<file path="config.mk">
export PLATFORM = sky130hd
export DESIGN_NAME = secm_eval
export DESIGN_NICKNAME = d
export VERILOG_FILES = /design/src/secm_pkg.sv /design/src/secm_eval.sv
export SDC_FILE = /design/constraint.sdc
export NUM_CORES = 1
export LEC_CHECK = 0
export BUFFER_PORTS_ARGS = -buffer_cell sky130_fd_sc_hd__buf_2
export CAP_MARGIN = 20
export CORE_AREA = 3 3 92 94
export DETAILED_ROUTE_END_ITERATION = 7
export DIE_AREA = 0 0 95 97
export PLACE_DENSITY = 0.8
export SYNTH_ARGS = -nofsm -noshare
export SYNTH_HDL_FRONTEND = slang
export SYNTH_SLANG_ARGS = --single-unit
export TNS_END_PERCENT = 5
</file>
<file path="constraint.sdc">
create_clock -name vclk -period 6.55
set_clock_uncertainty 0.1 [all_clocks]
set_input_delay 0.3275 -clock vclk [all_inputs]
set_output_delay 0.3275 -clock vclk [all_outputs]
set_load 0.005 [all_outputs]
</file>
<file path="src/secm_pkg.sv">
// Shared constants, field widths and types of the signal condition event monitor.
// Used by every module of the block; has no dependencies of its own.
package secm_pkg;

	localparam int NUM_EVENTS      = 16;
	localparam int CONDS_PER_EVENT = 8;
	localparam int NUM_SIGNALS     = 256;
	localparam int NUM_RULES       = NUM_EVENTS * CONDS_PER_EVENT;

	localparam int EVI_W   = 4;
	localparam int SLOT_W  = 3;
	localparam int SIGID_W = 8;
	localparam int OP_W    = 3;
	localparam int REL_W   = 2;
	localparam int VAL_W   = 32;
	localparam int SEC_W   = 32;
	localparam int MIC_W   = 20;

	localparam int SIG_AW  = (NUM_SIGNALS > 1) ? $clog2(NUM_SIGNALS) : 1;
	localparam int RULE_AW = (NUM_RULES > 1) ? $clog2(NUM_RULES) : 1;
	localparam int EV_W    = (NUM_EVENTS > 1) ? $clog2(NUM_EVENTS) : 1;
	localparam int CS_W    = (CONDS_PER_EVENT > 1) ? $clog2(CONDS_PER_EVENT) : 1;

	localparam logic [OP_W-1:0] OP_EQ = 3'd0;
	localparam logic [OP_W-1:0] OP_GT = 3'd1;
	localparam logic [OP_W-1:0] OP_LT = 3'd2;
	localparam logic [OP_W-1:0] OP_GE = 3'd3;
	localparam logic [OP_W-1:0] OP_LE = 3'd4;
	localparam logic [OP_W-1:0] OP_NE = 3'd5;

	localparam logic [REL_W-1:0] REL_NONE = 2'd0;
	localparam logic [REL_W-1:0] REL_AND  = 2'd1;

	localparam logic MODE_LOAD   = 1'b0;
	localparam logic MODE_UPDATE = 1'b1;

	typedef struct packed {
		logic [SIGID_W-1:0]     sig;
		logic [OP_W-1:0]        op;
		logic [REL_W-1:0]       rel;
		logic signed [VAL_W-1:0] thr;
	} rule_t;

	typedef struct packed {
		logic signed [VAL_W-1:0] value;
		logic [SEC_W-1:0]        secs;
		logic [MIC_W-1:0]        micros;
	} sample_t;

	typedef struct packed {
		logic              seen;
		logic              result;
		logic [REL_W-1:0]  cur_rel;
		logic [SEC_W-1:0]  best_s;
		logic [MIC_W-1:0]  best_u;
	} acc_t;

endpackage

</file>
<file path="src/secm_eval.sv">
// Shared condition unit: one threshold compare, the AND/OR join and the latest-time maximum.
// Folds one rule slot into the running state of an event; uses secm_pkg.
module secm_eval
	import secm_pkg::*;
(
	input  acc_t    acc_in,
	input  logic    fresh,
	input  logic    cond_valid,
	input  rule_t   rule,
	input  sample_t smp,
	output acc_t    acc_out
);

	acc_t base;
	logic hit;

	always_comb begin
		base    = fresh ? '0 : acc_in;
		acc_out = base;
		unique case (rule.op)
			OP_EQ:   hit = $signed(smp.value) == $signed(rule.thr);
			OP_GT:   hit = $signed(smp.value) >  $signed(rule.thr);
			OP_LT:   hit = $signed(smp.value) <  $signed(rule.thr);
			OP_GE:   hit = $signed(smp.value) >= $signed(rule.thr);
			OP_LE:   hit = $signed(smp.value) <= $signed(rule.thr);
			OP_NE:   hit = $signed(smp.value) != $signed(rule.thr);
			default: hit = 1'b0;
		endcase
		if (cond_valid) begin
			if (!base.seen) begin
				acc_out.result  = hit;
				acc_out.cur_rel = rule.rel;
				acc_out.seen    = 1'b1;
			end else begin
				if (base.cur_rel == REL_AND) begin
					acc_out.result = base.result && hit;
				end else begin
					acc_out.result = base.result || hit;
				end
				if (rule.rel != REL_NONE) begin
					acc_out.cur_rel = rule.rel;
				end
			end
			if (smp.secs > base.best_s || (smp.secs == base.best_s && smp.micros > base.best_u)) begin
				acc_out.best_s = smp.secs;
				acc_out.best_u = smp.micros;
			end
		end
	end

endmodule

</file>
==> results.sh <==
export IMPL_holdPathStages=3
export IMPL_diodes=0
export IMPL_place_ws_ns=2.16
export IMPL_swShare_pct=49.7
export IMPL_nets=936
export IMPL_top_usage_layer="met2"
export IMPL_p_sw_uw=146
export IMPL_placed_area_mm2=0.00433
export IMPL_yosysMostFrequentCell="inv_1"
export IMPL_cp_required_ns=6.12
export IMPL_power_clock_fraction_pct=0
export IMPL_area_delta_synth_final_pct=39.8
export IMPL_postLayoutSetupSlackWorst_ns=2.11
export IMPL_leakage_nw=2.92
export IMPL_min_to="acc_out[52]"
export IMPL_status="finished, final reports clean"
export IMPL_synth_common_cells="inv_1, ha_1, nand2_1, mux2i_1, a21oi_1"
export IMPL_cpPeakStageDelay_ns=0.65
export IMPL_cp_top_family="buffers and inverters"
export IMPL_comb_power_share_pct=100.0
export IMPL_fp_dieH_um=97
export IMPL_nFillCells=722
export IMPL_path_class="in -> out"
export IMPL_worstHoldPathType="in -> out"
export IMPL_synth_top_area_share_pct=34.0
export IMPL_hold_violations=0
export IMPL_p_int_uw=148
export IMPL_synthTopCellsByArea="ha_1, mux2i_1, inv_1, nand2_1, a21o_1"
export IMPL_dp_cells=765
export IMPL_viasPerCell=5.10
export IMPL_syn_nets=708
export IMPL_avgSynthCellArea_um2=7.08
export IMPL_yosysSeqAreaShare_pct=0
export IMPL_fin_setup_tns_ns=0
export IMPL_first_iter_violations=75
export IMPL_first_pass_iters=4
export IMPL_fmax_ghz=0.225
export IMPL_drive_above_1_share_pct=36.0
export IMPL_start_kind="primary input"
export IMPL_drv_cap=0
export IMPL_flops_and_latches=0
export IMPL_rows=32
export IMPL_fin_crit_ns=4.44
export IMPL_power_density_mw_per_mm2=67.8
export IMPL_grt_met3_usage_pct=3.34
export IMPL_grtUsageMet1_pct=21.6
export IMPL_grt_pass1_vias=4040
export IMPL_syn_inst=437
export IMPL_critPathCaptureType="output pin"
export IMPL_chipWidth_um=95
export IMPL_slowest_stage="inv_2"
export IMPL_power_total_uw=293
export IMPL_area_sequential_um2=0
export IMPL_rsz0062_at_grt="no"
export IMPL_fin_crit_sh_pct=67.9
export IMPL_power_share_sequential_pct=0
export IMPL_start_util_pct=40.0
export IMPL_die_area_mm2=0.00922
export IMPL_drv_slew=0
export IMPL_grt_max_degree=55
export IMPL_place_congestion=0.823
export IMPL_holdWs_ns=0.860
export IMPL_slew_headroom_pct=40.5
export IMPL_max_vdd_ir_drop_mv=0.0370
export IMPL_io_pin_count=243
export IMPL_coreArea_mm2=0.00773
export IMPL_grt_util_all_layers_pct=21.8
export IMPL_instances_no_fill=765
export IMPL_drc=0
export IMPL_yosysWarningCount=0
export IMPL_dp_hpwl_um=9630
export IMPL_via_count=3904
export IMPL_cp_max_fo=54
export IMPL_grtUsageMet2_pct=46.0
export IMPL_timing_critical_path_buf_inv=4
export IMPL_finalInstanceArea_mm2=0.00433
export IMPL_synth_distinct_cells=31
export IMPL_clockBufferCount=0
export IMPL_cp_arrival_ns=4.02
export IMPL_crit_start="fresh"
export IMPL_drt_wl_total_um=10800
export IMPL_worst_pin_slew_ns=0.892
export IMPL_hp_start="rule[32]"
export IMPL_synth_largest_area_cell="ha_1"
export IMPL_postCtsHoldBufs=0
export IMPL_cts_resized=0
export IMPL_wl_per_cell_um=14.1
export IMPL_antenna_left=0
export IMPL_overflow=0
export IMPL_grt_pass1_wl_um=16900
export IMPL_final_core_util_pct=56.0
export IMPL_postCtsSetupBuffers=0
export IMPL_syn_area_mm2=0.00309
export IMPL_antenna_found_initial=0
export IMPL_cp_cell_sequence="buf_2 > inv_2 > nand2_1 > ha_1 > a21o_1 > a21o_1 > a211oi_1 > o221ai_1 > a31oi_1 > o21ai_0 > o211ai_1 > buf_4 > mux2_1 > buf_2"
export IMPL_numPortBuffers=235
export IMPL_setup_viol=0
worst max-delay path by stage:
stage                       endpoint  cells past startpoint
after global placement    acc_out[0]                     14
after CTS                 acc_out[0]                     14
after global routing      acc_out[0]                     14
after detailed placement  acc_out[0]                     14
final                     acc_out[0]                     14
after floorplan           acc_out[0]                     13
power by group through the flow:
stage	logic (mW)	clock network, mW	registers (mW)
after global routing	0.333	0	0
after global placement	0.281	0	0
after CTS	0.295	0	0
after detailed placement	0.293	0	0
after floorplan	0.170	0	0
final	0.293	0	0
per-layer routing:
layer / share of wire (%) / up-vias
met3: 8.4 / 12
met5: 0 / -
met2: 54 / 174
li1: - / 1985
met1: 37 / 1733
met4: 1.2 / 0
cells in the final DEF, fill, tap and decap left out, types with 2 or more instances in the layout:
cell,instances
a211oi_1,5
a21o_1,21
a21oi_1,22
a221oi_1,4
a31oi_1,2
a32o_1,2
and3_1,2
buf_2,235
buf_4,2
ha_1,84
inv_1,89
mux2_1,2
mux2i_1,51
nand2_1,63
nand3_1,5
nand4_1,20
nor2_1,12
nor2b_1,10
nor3_1,4
nor4_1,2
o211ai_1,5
o21a_1,3
o21ai_0,10
logic make-up (layout without fill, tap and decap cells):
family	Yosys count	in the layout	synth area share [%]
buffers and inverters	101	327	13.7
muxes	54	54	17.6
and+or+nand+nor	120	120	17.8
AOI/OAI and AO/OA	78	78	16.9
adders and majority gates	84	84	34.0
layout make-up:
type / count / area, um2 / area share [%]
multi-input cells: 336 / 2670 / 61.7
repair buffers: 237 / 1190 / 27.5
inverters: 90 / 338 / 7.81
well taps: 102 / 128 / 2.95
Note: power is estimated with default switching activity, not from simulation.
